<file path="src/rtl/core/trit_pkg.sv">
// Package for the triangle and rectangle intersection test unit.
// Holds the widths, payload structs and result codes; depends on nothing.
package trit_pkg;
    localparam int COORD_BITS = 20;
    localparam int SIZE_BITS = COORD_BITS - 1;
    localparam int EXT_BITS = COORD_BITS + 1;
    localparam int DIFF_BITS = COORD_BITS + 2;
    localparam int PROD_BITS = 2 * DIFF_BITS;
    localparam int CROSS_BITS = PROD_BITS + 1;
    localparam int LIMIT_BITS = 32;
    localparam int QUEUE_DEPTH = 4;
    localparam int QPTR_BITS = $clog2(QUEUE_DEPTH);

    localparam logic [0:0] REG_PARALLEL_LIMIT = 1'b0;
    localparam logic [0:0] REG_ON_EDGE_LIMIT = 1'b1;
    localparam logic [LIMIT_BITS-1:0] PARALLEL_LIMIT_RESET = 32'd7;
    localparam logic [LIMIT_BITS-1:0] ON_EDGE_LIMIT_RESET = 32'd656;

    typedef enum logic [1:0] {
        CAUSE_APART = 2'd0,
        CAUSE_CORNER = 2'd1,
        CAUSE_CROSS = 2'd2,
        CAUSE_NONE = 2'd3
    } cause_t;

    typedef struct packed {
        logic signed [COORD_BITS-1:0] tri_x0;
        logic signed [COORD_BITS-1:0] tri_y0;
        logic signed [COORD_BITS-1:0] tri_x1;
        logic signed [COORD_BITS-1:0] tri_y1;
        logic signed [COORD_BITS-1:0] tri_x2;
        logic signed [COORD_BITS-1:0] tri_y2;
        logic signed [COORD_BITS-1:0] box_left;
        logic signed [COORD_BITS-1:0] box_top;
        logic [SIZE_BITS-1:0] box_width;
        logic [SIZE_BITS-1:0] box_height;
    } pair_t;

    typedef struct packed {
        logic hit;
        logic [1:0] cause;
    } result_t;

    typedef struct packed {
        logic apart;
        logic signed [2:0][COORD_BITS-1:0] vx;
        logic signed [2:0][COORD_BITS-1:0] vy;
        logic signed [EXT_BITS-1:0] left;
        logic signed [EXT_BITS-1:0] right;
        logic signed [EXT_BITS-1:0] top;
        logic signed [EXT_BITS-1:0] bottom;
    } job_t;

    typedef struct packed {
        logic full;
        logic empty;
    } queue_stat_t;
endpackage

</file>
<file path="src/rtl/core/trit_queue.sv">
// Short queue of classified jobs between the front end and the back end.
// Depends on trit_pkg.
module trit_queue (
    input  logic                   clk,
    input  logic                   rst_n,
    input  logic                   push,
    input  trit_pkg::job_t         din,
    input  logic                   pop,
    output trit_pkg::job_t         dout,
    output trit_pkg::queue_stat_t  stat
);
    trit_pkg::job_t slot_reg [trit_pkg::QUEUE_DEPTH];
    logic [trit_pkg::QPTR_BITS-1:0] wr_reg, rd_reg;
    logic [trit_pkg::QPTR_BITS:0] count_reg;

    always_ff @(posedge clk or negedge rst_n)
    begin
        if (!rst_n)
        begin
            wr_reg <= '0;
            rd_reg <= '0;
            count_reg <= '0;
        end
        else
        begin
            if (push) wr_reg <= wr_reg + 1'b1;
            if (pop) rd_reg <= rd_reg + 1'b1;
            count_reg <= count_reg + (trit_pkg::QPTR_BITS + 1)'(push)
                - (trit_pkg::QPTR_BITS + 1)'(pop);
        end
    end

    always_ff @(posedge clk)
    begin
        if (push)
        begin
            slot_reg[wr_reg] <= din;
        end
    end

    assign dout = slot_reg[rd_reg];
    assign stat.empty = (count_reg == '0);
    assign stat.full = (count_reg == (trit_pkg::QPTR_BITS + 1)'(trit_pkg::QUEUE_DEPTH));
endmodule

</file>
<file path="config.mk">
export PLATFORM = sky130hd
export DESIGN_NAME = trit_queue
export DESIGN_NICKNAME = d
export VERILOG_FILES = /design/src/rtl/core/trit_pkg.sv /design/src/rtl/core/trit_queue.sv
export SDC_FILE = /design/constraint.sdc
export NUM_CORES = 1
export LEC_CHECK = 0
export BUFFER_PORTS_ARGS = -buffer_cell sky130_fd_sc_hd__clkbuf_2
export CORE_UTILIZATION = 57
export DETAILED_ROUTE_END_ITERATION = 10
export GPL_ROUTABILITY_DRIVEN = 0
export PLACE_DENSITY = 0.76
export SETUP_SLACK_MARGIN = 0.1
export SYNTH_ARGS = -nofsm -noshare
export SYNTH_HDL_FRONTEND = slang
export SYNTH_SLANG_ARGS = --single-unit
</file>
<file path="constraint.sdc">
create_clock -name clk -period 8.04 [get_ports clk]
set_clock_uncertainty 0.2 [all_clocks]
set_input_delay 1.206 -clock clk [delete_from_list [all_inputs] [get_ports clk]]
set_output_delay 1.206 -clock clk [all_outputs]
set_load 0.01 [all_outputs]
</file>
---- Word-level counts from Yosys, hierarchy flattened ----
Memories as Yosys holds them, arrays and structs flattened.
Index checks and enable logic that the tools add are counted.
storage, ports and cells
  register bits ........................... 7
  bits in writable memories ............... 820
  input bits .............................. 209
  output and inout bits ................... 207
  logic and storage cells ................. 12
  memories kept ........................... 1
operators by class
  $add $sub $neg .......................... 4
  eq/ne operators ......................... 1
  mux-type cells .......................... 2
  reduce and logical (&&, ||, !) cells .... 1
memory list
  name      words  bits a word  read ports  clocked after Yosys merged registers in  wr ports  line              RTL
  slot_reg  4      205          1           0                                        1         trit_queue.sv:12  trit_pkg::job_t slot_reg [trit_pkg::QUEUE_DEPTH];
operators with widths
  kind                                                            count
  2-bit by 1-bit adder with 2-bit output (second input constant)  2
  3-bit by 1-bit adder with 3-bit output                          1
  3-bit equality test (second input constant)                     1
  3-bit logical NOT                                               1
  3-bit by 1-bit subtractor with 3-bit output                     1
  1-bit 2-to-1 mux                                                2

---- Logic depth before layout (Yosys ltp) ----
  depth in word-level cells ............... 2
  gate-level depth with buffers ........... 7
  mapped depth without buffers ............ 7

---- Worst setup path after synthesis ----
OpenSTA, ideal clock, no wires.
  kind .................................... input-to-reg
  start point ............................. input port push
  end point ............................... memory slot_reg[0][0] (netlist name) (enable)
  library setup time ...................... 0.590 ns
  arrival time ............................ 5.855 ns
  required time ........................... 7.250 ns
  path slack .............................. 1.395 ns
  cell stages on the path ................. 1
  cell sequence ........................... and2_1
between the ends
  longest elaborated chain between the ends .. 2
RTL lines
  element                                 line              RTL
  start: declaration                      trit_queue.sv:6   input logic push,
  1-bit 2-to-1 mux                        trit_queue.sv:35  if (push)
  1-bit 2-to-1 mux (implied by the code)  trit_queue.sv:37  slot_reg[wr_reg] <= din;
  end: declaration                        trit_queue.sv:12
Every way passes these cells.

==> impl_metrics.xml <==
<?xml version="1.0" encoding="UTF-8"?>
<metrics>
  <group name="synthesis">
    <metric name="synth.ff_latch_count" unit="">827</metric>
    <metric name="synth_nets" unit="">1321</metric>
    <metric name="yosysTopAreaCellShare" unit="">0.822</metric>
    <metric name="syn_area" unit="um2">29900</metric>
    <metric name="number_of_flops_mapped_to_enable_cells_by_yosys" unit="">820</metric>
    <metric name="synth_top_flop_cell" unit="">sky130_fd_sc_hd__edfxtp_1</metric>
    <metric name="ys_top_cells_by_area" unit="">sky130_fd_sc_hd__edfxtp_1, sky130_fd_sc_hd__mux4_2, sky130_fd_sc_hd__buf_6</metric>
    <metric name="netlist_instances" unit="">1105</metric>
    <metric name="synth_cell_types" unit="">16</metric>
    <metric name="synthesis.area_per_instance" unit="um2">27.1</metric>
    <metric name="synth-warning-count" unit="">0</metric>
    <metric name="asyncSetResetFlopFracSynth" unit="">0.00846</metric>
    <metric name="most_repeated_cell_in_the_gate_level_netlist_after_synthesis" unit="">sky130_fd_sc_hd__edfxtp_1</metric>
    <metric name="synth.top_cells.by_count" unit="">sky130_fd_sc_hd__edfxtp_1, sky130_fd_sc_hd__mux4_2, sky130_fd_sc_hd__buf_2</metric>
    <metric name="synth-seq-area-share" unit="">0.828</metric>
    <metric name="synth_top_area_cell" unit="">sky130_fd_sc_hd__edfxtp_1</metric>
  </group>
  <group name="critical_path">
    <metric name="worstReg2RegStart" unit="">wr_reg[0]$_DFFE_PN0P_</metric>
    <metric name="r2r_cells" unit="">4</metric>
    <metric name="rrSetupSlack" unit="ns">5.25</metric>
    <metric name="worst-endpoint-required" unit="ns">6.63</metric>
    <metric name="critical_path.startpoint_type" unit="">register</metric>
    <metric name="worstPathMaxFanout" unit="">126</metric>
    <metric name="critical_path_class" unit="">reg2out</metric>
    <metric name="worstPathArrival" unit="ns">3.31</metric>
    <metric name="cp-end-kind" unit="">output port</metric>
    <metric name="r2r_end" unit="">slot_reg[2][82]$_DFFE_PP_</metric>
  </group>
  <group name="drt">
    <metric name="drtAntennaViolNets" unit="">0</metric>
    <metric name="per_cell_via_count_in_the_routed_design" unit="">5.83</metric>
    <metric name="detail_route.iter0.violations" unit="">886</metric>
    <metric name="first_pass_iteration_count_of_the_detailed_router" unit="">5</metric>
    <metric name="count_of_vias_placed_by_the_detailed_router" unit="">13500</metric>
    <metric name="drc_errors" unit="">0</metric>
    <metric name="wire_per_inst" unit="um">25.9</metric>
    <metric name="drt_wl_total" unit="um">60000</metric>
  </group>
  <group name="cts">
    <metric name="cts_post_setup_buffers_inserted" unit="">0</metric>
    <metric name="max-clock-path-buffers" unit="">3</metric>
    <metric name="cts.repair.resized" unit="">0</metric>
    <metric name="htree_levels" unit="">3</metric>
    <metric name="path_clk_slew" unit="ns">0.06</metric>
    <metric name="tritoncts" unit="">yes</metric>
    <metric name="clkLatencyLatePin" unit="ns">0.60</metric>
    <metric name="clock-root-buffer" unit="">sky130_fd_sc_hd__clkbuf_16</metric>
    <metric name="numCtsBuffers" unit="">81</metric>
    <metric name="clkSinkCount" unit="">827</metric>
    <metric name="number_of_hold_repair_buffers_added_at_the_cts_stage" unit="">0</metric>
  </group>
  <group name="floorplanning">
    <metric name="floorplan.io_pins" unit="">416</metric>
    <metric name="die_w" unit="um">231</metric>
    <metric name="floorplan.rows" unit="">83</metric>
    <metric name="start_util" unit="">0.580</metric>
    <metric name="floorplan.die_area" unit="um2">53500</metric>
    <metric name="floorplan.core_area" unit="um2">51600</metric>
    <metric name="die_height" unit="um">231</metric>
  </group>
  <group name="placed_design">
    <metric name="dp_slack" unit="ns">3.87</metric>
    <metric name="dpl.hpwl" unit="um">35400</metric>
    <metric name="numPortBuffers" unit="">415</metric>
  </group>
  <group name="pwr">
    <metric name="power-per-cell-area" unit="nW/um2">375</metric>
    <metric name="p_leak" unit="nW">12.1</metric>
    <metric name="power.total" unit="W">0.0133</metric>
    <metric name="irDropWorstVdd" unit="uV">326</metric>
  </group>
  <group name="status">
    <metric name="status" unit="">completed</metric>
  </group>
  <group name="layout">
    <metric name="areaGrowthSynthToFinish" unit="%">17.9</metric>
    <metric name="final_nets" unit="">1790</metric>
    <metric name="utilization" unit="">0.684</metric>
    <metric name="multi_input_area" unit="um2">4810</metric>
    <metric name="drive_gt1_frac" unit="">0.458</metric>
    <metric name="area.sequential" unit="um2">24800</metric>
    <metric name="largest_reg_flops" unit="">820</metric>
    <metric name="final.fill_count" unit="">3028</metric>
  </group>
  <group name="sta">
    <metric name="relSlewSlack" unit="">0.256</metric>
    <metric name="fmaxAchievable" unit="MHz">212</metric>
    <metric name="final_hold_viols" unit="">0</metric>
    <metric name="timing_max_transition_violations_final" unit="">0</metric>
    <metric name="finalWorstSetupSlack" unit="ns">3.32</metric>
    <metric name="post_layout_minimum_cycle_time" unit="ns">4.72</metric>
    <metric name="fin_setup_tns" unit="ns">0</metric>
    <metric name="min_period_over_period" unit="">0.587</metric>
    <metric name="grt_setup_unrepaired" unit="">no</metric>
    <metric name="setup_violations" unit="">0</metric>
    <metric name="max_slew.worst_pin.slew" unit="ns">1.12</metric>
  </group>
  <group name="job">
    <metric name="maxCapViolCount" unit="">0</metric>
  </group>
  <group name="global_routing">
    <metric name="gr-usage-all-layers" unit="">0.228</metric>
    <metric name="number_of_global_route_vias_before_repair" unit="">14200</metric>
    <metric name="grt_remaining_overflow" unit="">0</metric>
    <metric name="grt_max_degree" unit="">127</metric>
    <metric name="grt_first_pass_wirelength" unit="um">88400</metric>
    <metric name="grt_antenna_before_repair" unit="">13</metric>
  </group>
  <group name="min_path">
    <metric name="timing.hold.worst.class" unit="">in2async</metric>
  </group>
</metrics>
## how the worst max path moves through the flow
stage                                     start                        to  slack, ns
after global placement    rd_reg[0]$_DFFE_PN0P_                  dout[42]       3.85
after CTS                 rd_reg[0]$_DFFE_PN0P_                  dout[42]       3.19
after detailed placement  rd_reg[0]$_DFFE_PN0P_                  dout[42]       3.87
after floorplan                            push  slot_reg[0][0]$_DFFE_PP_       1.40
after global routing      rd_reg[0]$_DFFE_PN0P_                  dout[36]       3.01
final                     rd_reg[0]$_DFFE_PN0P_                  dout[36]       3.32
## per-stage QoR
step / cell area [um2] / hold slack, ns / instances
2_1_floorplan: 29900 / 0.291 / 1105
4_1_cts: 35300 / 0.199 / 2316
3_3_place_gp: 32700 / 0.313 / 2171
6_report: 35300 / 0.239 / 2320
5_1_grt: 35300 / 0.219 / 2318
3_5_place_dp: 32700 / 0.335 / 2171
## worst max-delay path: stages (launching register included)
cell and delay [ns]:
sky130_fd_sc_hd__dfrtp_4 0.91, sky130_fd_sc_hd__buf_12 0.77, sky130_fd_sc_hd__mux4_2 0.67, sky130_fd_sc_hd__clkbuf_2 0.15
## routing by layer
layer / vias up / global-route usage / routed length, um
li1: 5758 / - / -
met1: 7073 / 0.291 / 22800
met2: 553 / 0.370 / 30200
met3: 122 / 0.0854 / 5550
met4: 20 / 0.0627 / 1330
met5: - / 0 / 120
## layout by cell type, fill, tap and decap left out, drive strengths merged
cell,n
diode,4
nand2,2
bufinv,8
xor2,2
mux4,205
nor3,1
ha,6
o21ai,1
clkinv,25
fa,1
inv,9
and3,1
clkinvlp,3
clkbuf,521
and2,4
xnor2,3
edfxtp,820
dfrtp,7
buf,17
## layout make-up
class | count | share of cell area
well taps | 680 | 0.0241
clock buffers | 106 | 0.0624
flip-flops and latches | 827 | 0.702
inverters | 6 | 0.000638
multi-input cells | 226 | 0.136
repair buffers | 432 | 0.0628
clock inverters | 39 | 0.0112
diodes | 4 | 0.000283
## where the power goes
group | switching, W | internal, W | total, W
Combinational | 0.00201 | 0.00161 | 0.00362
Sequential | 0.000300 | 0.00564 | 0.00594
Clock | 0.00152 | 0.00219 | 0.00370
Total | 0.00383 | 0.00944 | 0.0133
## cell families (layout without fill, tap and decap cells)
logic type / count (synthesis) / in the layout / share of synthesized area
AO/OA/AOI/OAI: 1 / 1 / 0.000167
XOR/XNOR: 5 / 5 / 0.00146
adder cells (fa/ha/maj): 7 / 7 / 0.00318
buffers and inverters: 52 / 583 / 0.0115
flip-flops: 827 / 827 / 0.828
multiplexers: 205 / 205 / 0.154
other: 0 / 4 / 0
AND/OR/NAND/NOR: 8 / 8 / 0.00146
Power figures use the tool's default switching activity.
