## config.mk

```make
export PLATFORM = sky130hd
export DESIGN_NAME = trit_front
export DESIGN_NICKNAME = d
export VERILOG_FILES = /design/src/rtl/core/trit_pkg.sv /design/src/rtl/core/trit_front.sv
export SDC_FILE = /design/constraint.sdc
export NUM_CORES = 1
export LEC_CHECK = 0
export ABC_AREA = 1
export CAP_MARGIN = 15
export CORE_UTILIZATION = 50
export DETAILED_ROUTE_END_ITERATION = 8
export DONT_BUFFER_PORTS = 1
export PLACE_DENSITY_LB_ADDON = 0.12
export SYNTH_ARGS = -nofsm -noshare
export SYNTH_HDL_FRONTEND = slang
export SYNTH_SLANG_ARGS = --single-unit
```

## constraint.sdc

```tcl
create_clock -name clk -period 1.3 [get_ports clk]
set_clock_uncertainty 0.1 [all_clocks]
set_input_delay 0.13 -clock clk [delete_from_list [all_inputs] [get_ports clk]]
set_output_delay 0.13 -clock clk [all_outputs]
set_load 0.005 [all_outputs]
```

## src/rtl/core/trit_pkg.sv

```systemverilog
// Package for the triangle and rectangle intersection test unit.
// Holds the widths, payload structs and result codes; depends on nothing.
package trit_pkg;
    localparam int COORD_BITS = 20;
    localparam int SIZE_BITS = COORD_BITS - 1;
    localparam int EXT_BITS = COORD_BITS + 1;
    localparam int DIFF_BITS = COORD_BITS + 2;
    localparam int PROD_BITS = 2 * DIFF_BITS;
    localparam int CROSS_BITS = PROD_BITS + 1;
    localparam int LIMIT_BITS = 32;
    localparam int QUEUE_DEPTH = 4;
    localparam int QPTR_BITS = $clog2(QUEUE_DEPTH);

    localparam logic [0:0] REG_PARALLEL_LIMIT = 1'b0;
    localparam logic [0:0] REG_ON_EDGE_LIMIT = 1'b1;
    localparam logic [LIMIT_BITS-1:0] PARALLEL_LIMIT_RESET = 32'd7;
    localparam logic [LIMIT_BITS-1:0] ON_EDGE_LIMIT_RESET = 32'd656;

    typedef enum logic [1:0] {
        CAUSE_APART = 2'd0,
        CAUSE_CORNER = 2'd1,
        CAUSE_CROSS = 2'd2,
        CAUSE_NONE = 2'd3
    } cause_t;

    typedef struct packed {
        logic signed [COORD_BITS-1:0] tri_x0;
        logic signed [COORD_BITS-1:0] tri_y0;
        logic signed [COORD_BITS-1:0] tri_x1;
        logic signed [COORD_BITS-1:0] tri_y1;
        logic signed [COORD_BITS-1:0] tri_x2;
        logic signed [COORD_BITS-1:0] tri_y2;
        logic signed [COORD_BITS-1:0] box_left;
        logic signed [COORD_BITS-1:0] box_top;
        logic [SIZE_BITS-1:0] box_width;
        logic [SIZE_BITS-1:0] box_height;
    } pair_t;

    typedef struct packed {
        logic hit;
        logic [1:0] cause;
    } result_t;

    typedef struct packed {
        logic apart;
        logic signed [2:0][COORD_BITS-1:0] vx;
        logic signed [2:0][COORD_BITS-1:0] vy;
        logic signed [EXT_BITS-1:0] left;
        logic signed [EXT_BITS-1:0] right;
        logic signed [EXT_BITS-1:0] top;
        logic signed [EXT_BITS-1:0] bottom;
    } job_t;

    typedef struct packed {
        logic full;
        logic empty;
    } queue_stat_t;
endpackage

```

## src/rtl/core/trit_front.sv

```systemverilog
// Front end: registers an accepted pair, works out the rectangle's right and bottom edges and runs the box test.
// Depends on trit_pkg.
module trit_front (
    input  logic            clk,
    input  logic            rst_n,
    input  logic            take,
    input  trit_pkg::pair_t pair,
    output logic            push,
    output trit_pkg::job_t  job
);
    logic push_reg;
    trit_pkg::job_t job_reg;
    trit_pkg::job_t job_next;
    logic signed [trit_pkg::COORD_BITS-1:0] minx, maxx, miny, maxy;

    always_comb
    begin
        minx = pair.tri_x0;
        maxx = pair.tri_x0;
        miny = pair.tri_y0;
        maxy = pair.tri_y0;
        if (pair.tri_x1 < minx) minx = pair.tri_x1;
        if (pair.tri_x2 < minx) minx = pair.tri_x2;
        if (pair.tri_x1 > maxx) maxx = pair.tri_x1;
        if (pair.tri_x2 > maxx) maxx = pair.tri_x2;
        if (pair.tri_y1 < miny) miny = pair.tri_y1;
        if (pair.tri_y2 < miny) miny = pair.tri_y2;
        if (pair.tri_y1 > maxy) maxy = pair.tri_y1;
        if (pair.tri_y2 > maxy) maxy = pair.tri_y2;
        job_next.vx[0] = pair.tri_x0;
        job_next.vx[1] = pair.tri_x1;
        job_next.vx[2] = pair.tri_x2;
        job_next.vy[0] = pair.tri_y0;
        job_next.vy[1] = pair.tri_y1;
        job_next.vy[2] = pair.tri_y2;
        job_next.left = trit_pkg::EXT_BITS'(pair.box_left);
        job_next.top = trit_pkg::EXT_BITS'(pair.box_top);
        job_next.right = job_next.left
            + $signed({2'b00, pair.box_width});
        job_next.bottom = job_next.top
            + $signed({2'b00, pair.box_height});
        job_next.apart = (job_next.right <= trit_pkg::EXT_BITS'(minx))
            || (maxx <= pair.box_left)
            || (job_next.bottom <= trit_pkg::EXT_BITS'(miny))
            || (maxy <= pair.box_top);
    end

    always_ff @(posedge clk or negedge rst_n)
    begin
        if (!rst_n)
        begin
            push_reg <= 1'b0;
        end
        else
        begin
            push_reg <= take;
        end
    end

    always_ff @(posedge clk)
    begin
        if (take)
        begin
            job_reg <= job_next;
        end
    end

    assign push = push_reg;
    assign job = job_reg;
endmodule

```

### Word-level counts from Yosys, hierarchy flattened

Index checks and enable logic that the tools add are counted.

| storage, ports and cells | value |
|---|---|
| register bits | 204 |
| input port bits | 201 |
| word-level logic and storage cells | 37 |

| operators by class | value |
|---|---|
| add/subtract/negate cells | 2 |
| magnitude comparators | 12 |
| mux-type cells | 8 |
| reductions and logical operators | 3 |

Operators by type and width:

| operator | number |
|---|---|
| 20-bit two-way mux | 8 |
| 20-bit > comparator | 4 |
| 20-bit less-than comparator | 4 |
| 20-bit by 20-bit adder with 21-bit output | 2 |
| 21-bit by 20-bit less-or-equal comparator with 1-bit output | 2 |
| 20-bit less-or-equal comparator | 2 |
| 1-bit logical OR | 3 |

### Logic depth before layout (Yosys ltp)

Gate-level depths: netlist (run 1).

| depth | value |
|---|---|
| word-level depth | 8 |
| mapped depth | 41 |

### Least setup slack after synthesis (run 1)

No wires, ideal clock.

| path | value |
|---|---|
| kind | input-to-reg |
| from | input pair[197] (netlist bit) |
| to | register job_reg, in the netlist job[204] (data pin) |
| setup time | 0.263 ns |
| arrival | 4.577 ns |
| data required time | 0.937 ns |
| setup slack | -3.640 ns |
| cell stages on the path | 37 |
| path buffers | 2 |
| cell sequence | inv_1 -> ha_1 -> nand2_1 -> inv_1 -> nand2_1 -> nand2_1 -> a21oi_1 -> nand3_2 -> nand2_1 -> nand2_2 -> nand2_1 -> clkbuf_1 -> o21ai_0 -> ha_1 -> inv_1 -> nor3_1 -> nand2_1 -> nor4_1 -> nand2_1 -> nand3_1 -> nor2_1 -> nor2_1 -> a21oi_1 -> o41ai_1 -> clkbuf_1 -> nor2_1 -> a21oi_1 -> ha_1 -> a21oi_1 -> nor2_1 -> a211oi_1 -> o221ai_1 -> nand2_1 -> nand3_1 -> xor2_1 -> nor3_1 -> nand3b_1 |

RTL lines:

| element | line | RTL |
|---|---|---|
| start, declared | trit_front.sv:7 | `input trit_pkg::pair_t pair,` |
| end signal, assigned | trit_front.sv:64 | `job_reg <= job_next;` |
| end, declared | trit_front.sv:12 | `trit_pkg::job_t job_reg;` |

==> flow_summary.ini, run 1 <==
[timing]
fin_crit_ps = 4970
report.final.slew_viol_count = 0
tightest_slew_ps = 536
slew_headroom_pct = 64.2
fin_tns_setup_ps = -26560
finalHoldViolations = 160
timing.final.ws_setup_ps = -3670
fin_crit_sh_pct = 382
setup_viol = 34
rsz0062_at_grt = yes
fmax_mhz = 201
timing.hold.ws_ps = -379

[outcome]
violations = negative hold slack, negative setup slack
status = complete, but fails checks

[yosys]
synth_top_family_by_area = adder cells
synth-compound-area-share_pct = 11.6
synth_top_area_cell = edfxtp_1
synth_nets = 2075
avgSynthCellArea_um2 = 8.98
synth-simple-area-share_pct = 17.0
synth_edf_count = 203
synthFlopType = edfxtp_1
synthArstFlopShare_pct = 0.490
netlist_area_um2 = 14700
synth_area_leaders = edfxtp_1 42%, ha_1 20%, nand2_1 9.3%
ys_ff_latch = 204
synth_mux_area_share_pct = 0
yosysSeqAreaShare_pct = 41.7
synth_xor_xnor_area_share_pct = 2.33
yosysUniqueCellTypes = 46
synthAdderAreaFrac_pct = 20.6
syn_inst = 1634
yosysWarnings = 0
yosysTopAreaCellShare_pct = 41.5

[hold_path]
hold_depth = 0
holdCritPathClass = input pin to flip-flop

[detailed_routing]
post_drt_wl_per_cell_um = 18.8
finalWirelength_um = 48400
drt-pass1-iter-count = 5
drc = 0
drt_iter0_drc = 710
routed_via_density = 5.42
antenna_left = 0
num_vias = 13900

[die]
die_h_um = 173
core_um2 = 28800
initial_core_util_pct = 51.0
rows = 62
io_pins = 407
fp.dieW_um = 173
die_area_um2 = 30000

[critical_path]
critical_path_depth = 40
critPathRequiredTime_ps = 1470
slowest_stage = ha_1
worstSetupEndpointType = flip-flop
cp_max_fo = 10
cp_common_cell = buf_4
crit_buf_inv = 16
cp.arrival_ps = 5140
path_delay_family = buffers and inverters
slowest_delay_ps = 330
start_kind = input pin
worstSetupPathType = input pin to flip-flop

[clocking]
cts_tree = yes
cts-buffers-inserted = 23
cts.sinks = 204
htreeDepth = 1
clockBufferDepth = 3
root_buffer = clkbuf_16
clk_pin_slew_ps = 60

[grt]
grtUsageMet1_pct = 30.2
grt_use_met3_pct = 6.27
grt_pass1_wl_um = 72800
grt-ovfl-total = 0
antenna_found_initial = 1
grt_max_degree = 205
grt_busiest_layer = met2
grt_usage_pct = 30.8
met2_usage_pct = 60.5
grt_pass1_vias = 14500

[placed_design]
dp_hpwl_um = 33900
gp_congestion = 0.894
place_area_um2 = 17800
dp.cells = 2298
portBuffers = 0

[cells_and_area]
layout-drive-gt1-share_pct = 27.5
final_nets = 2610
syn2layout_area_growth_pct = 48.0
stdcell_area_um2 = 21700
fillers = 1982
fin_cells = 2570
final_common_cell = nand2_1
largest_reg_flops = 203
final_cell_mix = 339 x nand2_1, 323 x buf_4, 208 x inv_1, 208 x ha_1, 203 x edfxtp_1

[job]
drv_cap = 0

[power_and_ir_drop]
power.density_nw_per_um2 = 1220
p_leak_nw = 10.2
vdd_drop_max_uv = 955
-- metrics by stage --
stage	power, mW	utilization, %	setup slack [ps]	hold WS, ps
2_1_floorplan	14.3	-	-3390	-266
3_3_place_gp	18.1	61.8	-4370	-266
3_5_place_dp	18.4	61.8	-4430	-266
4_1_cts	25.9	73.4	-3370	-417
5_1_grt	28.2	75.4	-3960	-397
6_report	26.5	75.5	-3670	-379
-- repair_timing --
action                                  CTS  global route
endpoints found under the setup margin   23            40
setup buffers                            46            30
endpoints found under the hold margin   374           214
resized for setup                       149           105
cloned                                    4             0
pin swaps                                73            67
hold buffers                            163             7
-- area by class of cell --
class	instances	area, um^2	area share [%]
Antenna cell	1	2.50	0.0115
Clock buffer	28	594	2.74
Clock inverter	13	78.8	0.363
Inverter	211	792	3.65
Multi-Input combinational cell	1182	8800	40.5
Sequential cell	204	6120	28.2
Tap cell	384	480	2.21
Timing Repair Buffer	547	4850	22.3
-- path summary, 6_finish.rpt --
| check | start | to | slack [ps] |
|---|---|---|---|
| worst max-delay path | pair[193] | job[204]$_DFFE_PP_ | -3670 |
| worst min-delay path | take | job[157]$_DFFE_PP_ | -380 |
| max in group asynchronous | rst_n | push$_DFF_PN0_ | 710 |
| min in group asynchronous | rst_n | push$_DFF_PN0_ | 270 |
-- synthesized netlist by cell type, types with 3 or more instances --
master,number
nor2_1,85
edfxtp_1,203
o21ai_0,117
nand3_1,70
a21oi_1,142
xnor2_1,10
o221ai_1,4
o2111ai_1,6
a211oi_1,5
nor4_1,6
xor2_1,29
o21ai_1,11
nor3_1,15
nor2_2,3
o211ai_1,5
buf_6,6
clkbuf_1,14
nand2_1,363
nand4_1,23
o21a_1,6
nor4b_1,3
ha_1,238
nand3_2,5
buf_2,14
a21o_1,3
o21bai_1,4
nand2_2,10
inv_1,211
-- kinds of logic after synthesis --
group / Yosys count
simple gates: 589
buf+inv: 248
xor+xnor: 39
fa+ha+maj: 240
compound gates: 314
flops: 204
-- power breakdown --
group	internal, mW	total, mW	switching, mW
logic	6.04	12.1	6.08
registers	8.02	8.40	0.379
clock network	3.27	6.02	2.75
-- layer usage --
layer | vias to the layer above | share of wire [%]
met5 | - | 0
met1 | 6497 | 34
met3 | 137 | 6.3
met2 | 564 | 55
li1 | 6731 | -
met4 | 0 | 4.8
No activity file was read; power rests on OpenSTA's default activity.
==> run 2: changes to the inputs <==
ABC_AREA = unset   (was 1)
CORE_UTILIZATION = 55   (was 50)
==> flow_summary.ini, run 2 <==
[die]
fp.dieW_um = 163
initial_core_util_pct = 56.5
core_um2 = 25400
die_area_um2 = 26700
rows = 58
io_pins = 407
die_h_um = 163

[detailed_routing]
post_drt_wl_per_cell_um = 22.6
drt-pass1-iter-count = 6
antenna_left = 0
drt_iter0_drc = 824
num_vias = 12600
finalWirelength_um = 48200
drc = 0
routed_via_density = 5.92

[clocking]
clockBufferDepth = 3
htreeDepth = 1
cts.sinks = 204
cts_tree = yes
clk_pin_slew_ps = 60
cts-buffers-inserted = 23
root_buffer = clkbuf_16

[cells_and_area]
final_common_cell = buf_4
largest_reg_flops = 203
fin_cells = 2135
final_cell_mix = 312 x buf_4, 211 x ha_1, 203 x edfxtp_1, 162 x dlygate4sd3_1, 126 x inv_1
layout-drive-gt1-share_pct = 31.3
final_nets = 2231
post-route-util_pct = 82.8
syn2layout_area_growth_pct = 46.7

[critical_path]
cp_max_fo = 6
slowest_delay_ps = 500
worstSetupEndpointType = flip-flop
worstSetupPathType = input pin to flip-flop
start_kind = input pin
slowest_stage = or4b_4
critPathRequiredTime_ps = 1490
cp.arrival_ps = 6280

[timing]
fin_crit_sh_pct = 468
setup_viol = 41
timing.hold.ws_ps = -387
slew_headroom_pct = 67.7
report.final.slew_viol_count = 0
finalHoldViolations = 209
rsz0062_at_grt = yes
fmax_mhz = 164
timing.final.ws_setup_ps = -4790
fin_tns_setup_ps = -51770
tightest_slew_ps = 480
fin_crit_ps = 6090

[yosys]
avgSynthCellArea_um2 = 11.3
yosysUniqueCellTypes = 58
ys_top_cells_by_count = 238 x ha_1, 203 x edfxtp_1, 134 x inv_1
yosysWarnings = 0
syn_inst = 1267
synthArstFlopShare_pct = 0.490
synth_area_leaders = edfxtp_1 43%, ha_1 21%, mux2i_1 5.9%
yosysSeqAreaShare_pct = 42.7
synth_nets = 1708
synth_edf_count = 203
synthFlopType = edfxtp_1
synth.most_common_cell = ha_1
synth_top_area_cell = edfxtp_1
yosysTopAreaCellShare_pct = 42.5
ys_ff_latch = 204
netlist_area_um2 = 14300

[placed_design]
dp.cells = 1888
gp_congestion = 0.933
dp_slack_ps = -5570
dp_hpwl_um = 32900
portBuffers = 0

[grt]
antenna_found_initial = 2
grt_pass1_wl_um = 69400
grt_pass1_vias = 13300
grt_max_degree = 205
grt-ovfl-total = 0
grt_usage_pct = 34.0

[job]
drv_cap = 0

[power_and_ir_drop]
total_power_mw = 26.6
power.density_nw_per_um2 = 1270
p_leak_nw = 9.61
vdd_drop_max_uv = 1040

[hold_path]
hold_depth = 0
holdCritPathClass = input pin to flip-flop

[outcome]
violations = negative hold slack, negative setup slack
status = complete, but fails checks
run 2: worst paths after layout:
| path | end | startpoint | slack (ps) |
|---|---|---|---|
| min in group asynchronous | push$_DFF_PN0_ | rst_n | 270 |
| hold / removal | job[118]$_DFFE_PP_ | take | -390 |
| max in group asynchronous | push$_DFF_PN0_ | rst_n | 730 |
| setup / recovery | job[204]$_DFFE_PP_ | pair[128] | -4790 |
run 2: power by group:
group          switching [mW]  total (mW)  internal, mW
logic                    5.37        11.8          6.48
registers               0.399        8.41          8.01
clock network            2.73        6.37          3.64
run 2: cell type report:
class                           instances  area, um^2
Sequential cell                       204        6120
Fill cell                            1370        4360
Timing Repair Buffer                  520        4570
Antenna cell                            1        2.50
Inverter                              134         528
Tap cell                              330         413
Multi-Input combinational cell        907        8690
Clock inverter                         12         119
Clock buffer                           27         591
run 2: what timing repair did:
| item | 4_1_cts | 5_1_grt |
|---|---|---|
| cloned | 1 | 0 |
| hold endpoints to repair | 374 | 215 |
| gates resized for setup | 95 | 102 |
| pin swaps | 73 | 86 |
| endpoints found under the setup margin | 27 | 39 |
| hold buffers | 162 | 6 |
| buffers inserted | 41 | 23 |
run 2: through the flow:
stage	instance area, um^2	hold WS, ps
final	21000	-387
after global routing	21000	-399
after CTS	20500	-419
after detailed placement	17400	-266
after global placement	17400	-266
after floorplan	14700	-266
run 2: critical path: cells and delay by family:
kind	cells	cell delay, ps
AOI/OAI and AO/OA	15	3100
adders and majority gates	3	770
and+or+nand+nor	3	730
buffers and inverters	5	700
muxes	2	460
xor gates and xnor gates	2	380
run 2: cell families after synthesis:
family | count (synthesis) | share of synthesized area [%]
muxes | 122 | 9.35
DFF | 204 | 42.7
AOI/OAI and AO/OA | 275 | 12.2
buffers and inverters | 156 | 4.29
adders and majority gates | 240 | 21.0
xor gates and xnor gates | 32 | 1.95
and+or+nand+nor | 238 | 8.46
run 2: per-layer routing:
layer	global-route usage, %	up-vias	routed length (um)
met2	65.1	684	24900
met4	18.3	2	2990
met1	33.7	5955	16400
met3	7.36	183	3860
met5	0	-	23
li1	-	5822	-
==> run 3: changes to the inputs <==
BUFFER_PORTS_ARGS = -buffer_cell sky130_fd_sc_hd__buf_2   (was unset)
DONT_BUFFER_PORTS = unset   (was 1)
==> flow_summary.ini, run 3 <==
[clocking]
root_buffer = clkbuf_16
cts-buffers-inserted = 23
cts.sinks = 204
htreeDepth = 1
clockBufferDepth = 3

[yosys]
yosysSeqAreaShare_pct = 42.7
netlist_area_um2 = 14300
synth_top_area_cell = edfxtp_1
synthFlopType = edfxtp_1
synth_edf_count = 203
yosysUniqueCellTypes = 58
yosysWarnings = 0
syn_inst = 1267
synthArstFlopShare_pct = 0.490
ys_ff_latch = 204
synth_area_leaders = edfxtp_1 43%, ha_1 21%, mux2i_1 5.9%
avgSynthCellArea_um2 = 11.3
ys_top_cells_by_count = 238 x ha_1, 203 x edfxtp_1, 134 x inv_1
synth_nets = 1708
yosysTopAreaCellShare_pct = 42.5
synth.most_common_cell = ha_1

[placed_design]
dp_slack_ps = -5780
portBuffers = 406
dp.cells = 2427
place_area_um2 = 20500
gp_congestion = 0.925
dp_hpwl_um = 39400

[timing]
endpoint_type = register input
crit_endpoint = job[204]$_DFFE_PP_/D

[grt]
grt_max_degree = 44
grt_usage_pct = 69.2
grt-ovfl-total = 79

[die]
fp.dieW_um = 163
initial_core_util_pct = 56.5
io_pins = 407
die_h_um = 163
rows = 58

[outcome]
status = aborted with a tool error
haltStage = 5_1_grt
firstError = [ERROR GRT-0232] Routing congestion too high. Check the congestion heatmap in the GUI.
## run 3: layer usage
layer | overflow | GRT usage, %
met1 | 1 | 65.1
met2 | 33 | 92.9
met3 | 2 | 48.8
met4 | 43 | 75.7
met5 | 0 | 6.82
## run 3: stage by stage
stage	hold slack (ps)	setup TNS [ps]
floorplan	-266	-27200
global placement	-196	-42890
detailed placement	-194	-44110
CTS	10.4	-25970
## run 3: cell families after synthesis
family / count (synthesis) / share of synthesized area, %
buffers and inverters: 156 / 4.29
adder cells (fa/ha/maj): 240 / 21.0
AND/OR/NAND/NOR: 238 / 8.46
AO/OA/AOI/OAI: 275 / 12.2
flip-flops: 204 / 42.7
multiplexers: 122 / 9.35
XOR/XNOR: 32 / 1.95
## run 3: repair_timing
item,in CTS
endpoints found under the hold margin,176
setup endpoints to repair,48
setup buffers,51
gates resized for setup,87
hold buffers,166
pin swaps,60
==> run 4: changes to the inputs <==
CORE_UTILIZATION = 40   (was 55)
PLACE_DENSITY_LB_ADDON = 0.15   (was 0.12)
==> flow_summary.ini, run 4 (same netlist as run 2, synthesis figures left out) <==
[outcome]
status = complete, but fails checks
violations = negative setup slack

[clocking]
root_buffer = clkbuf_16
htreeDepth = 1
cts-buffers-inserted = 25
cts_tree = yes
clockBufferDepth = 3
cts.sinks = 204
clk_pin_slew_ps = 60

[timing]
timing.final.ws_setup_ps = -5010
slew_headroom_pct = 55.4
fmax_mhz = 158
rsz0062_at_grt = yes
fin_crit_sh_pct = 485
fin_crit_ps = 6310
report.final.slew_viol_count = 0
tightest_slew_ps = 662
finalHoldViolations = 0
setup_viol = 45

[cells_and_area]
final_common_cell = buf_4
largest_reg_flops = 203
ff_latch_area_um2 = 6120
multiInputGateArea_um2 = 8510
layout-drive-gt1-share_pct = 45.7
final_nets = 2782
final_cell_mix = 460 x buf_4, 388 x buf_2, 219 x ha_1, 203 x edfxtp_1, 167 x dlygate4sd3_1
syn2layout_area_growth_pct = 69.5
fillers = 2614

[grt]
grt_pass1_wl_um = 75900
grt_usage_pct = 27.0
antenna_found_initial = 10
grt-ovfl-total = 0
grt_max_degree = 38
grt_pass1_vias = 14800

[detailed_routing]
antenna_left = 0
routed_via_density = 5.01
drc = 0
drt_iter0_drc = 509
finalWirelength_um = 50800
num_vias = 14100
post_drt_wl_per_cell_um = 18.0
drt-pass1-iter-count = 5

[critical_path]
worstSetupPathType = input pin to flip-flop
cp.arrival_ps = 6490
path_delay_family = compound AO/OA/AOI/OAI gates
cp_max_fo = 8
critPathRequiredTime_ps = 1480
crit_buf_inv = 6
slowest_delay_ps = 420
worstSetupEndpointType = flip-flop
worstSetupStartpoint = pair[185]
start_kind = input pin
slowest_stage = a2111o_1

[job]
drv_cap = 0

[die]
core_um2 = 34900
fp.dieW_um = 191
rows = 68
io_pins = 407
die_area_um2 = 36600
die_h_um = 191
initial_core_util_pct = 41.1

[hold_path]
hold_path_end = job[8]$_DFFE_PP_
holdCritPathClass = input pin to flip-flop
hold_depth = 4
holdCritStartpoint = pair[46]

[power_and_ir_drop]
p_leak_nw = 12.0
power.density_nw_per_um2 = 1170
vdd_drop_max_uv = 1150
total_power_mw = 28.4

[placed_design]
dp_hpwl_um = 39600
dp_slack_ps = -5900
gp_congestion = 0.934
portBuffers = 406
-- run 4: metrics by stage --
| step | hold slack [ps] | TNS, ps | instances | utilization (%) | cell area, um^2 |
|---|---|---|---|---|---|
| after detailed placement | -192 | -44780 | 2572 | 59.7 | 20800 |
| after floorplan | -266 | -27200 | 1267 | - | 14700 |
| final | 51.5 | -25420 | 2817 | 69.7 | 24300 |
| after CTS | -97.0 | -29120 | 2798 | 68.4 | 23900 |
| after global routing | 56.8 | -29630 | 2815 | 69.7 | 24300 |
| after global placement | -196 | -44240 | 2572 | 59.7 | 20800 |
-- run 4: layout make-up --
type,count,share of cell area (%)
diodes,7,0.0721
clock buffers,30,2.65
clock inverters,11,0.716
inverters,134,2.11
multi-input cells,907,35.0
flip-flops and latches,204,25.2
well taps,455,2.34
repair buffers,1069,31.9
-- run 4: worst max-delay path by stage --
stage | to | slack [ps] | cells after the start
after global routing | job[204]$_DFFE_PP_ | -5280 | 33
after floorplan | job[204]$_DFFE_PP_ | -5120 | 30
final | job[204]$_DFFE_PP_ | -5010 | 33
after detailed placement | job[204]$_DFFE_PP_ | -5900 | 30
after global placement | job[204]$_DFFE_PP_ | -5650 | 29
after CTS | job[204]$_DFFE_PP_ | -5070 | 33
-- run 4: power breakdown --
group	total, mW	switching, mW	internal [mW]	leakage (nW)
clock network	7.23	2.76	4.46	0.396
logic	13.0	5.99	7.01	9.57
registers	8.18	0.188	7.99	2.00
total	28.4	8.94	19.5	12.0
-- run 4: layer usage --
| layer | share of wire, % | global-route usage (%) | up-vias |
|---|---|---|---|
| li1 | - | - | 6920 |
| met1 | 38 | 28.7 | 6656 |
| met2 | 52 | 50.8 | 441 |
| met3 | 6.8 | 6.17 | 99 |
| met4 | 3.5 | 10.7 | 6 |
| met5 | 0.065 | 0 | - |
-- run 4: tightest hold or removal path, cell delays in order --
cell     delay, ps
buf_6           90
ha_4           130
buf_4          110
xnor2_2        110
-- run 4: timing repair --
item,4_1_cts,5_1_grt
buffers inserted,23,21
pin swaps,48,45
gates cloned,0,1
hold buffers,166,2
hold endpoints to repair,178,2
gates resized for setup,91,65
endpoints found under the setup margin,99,152
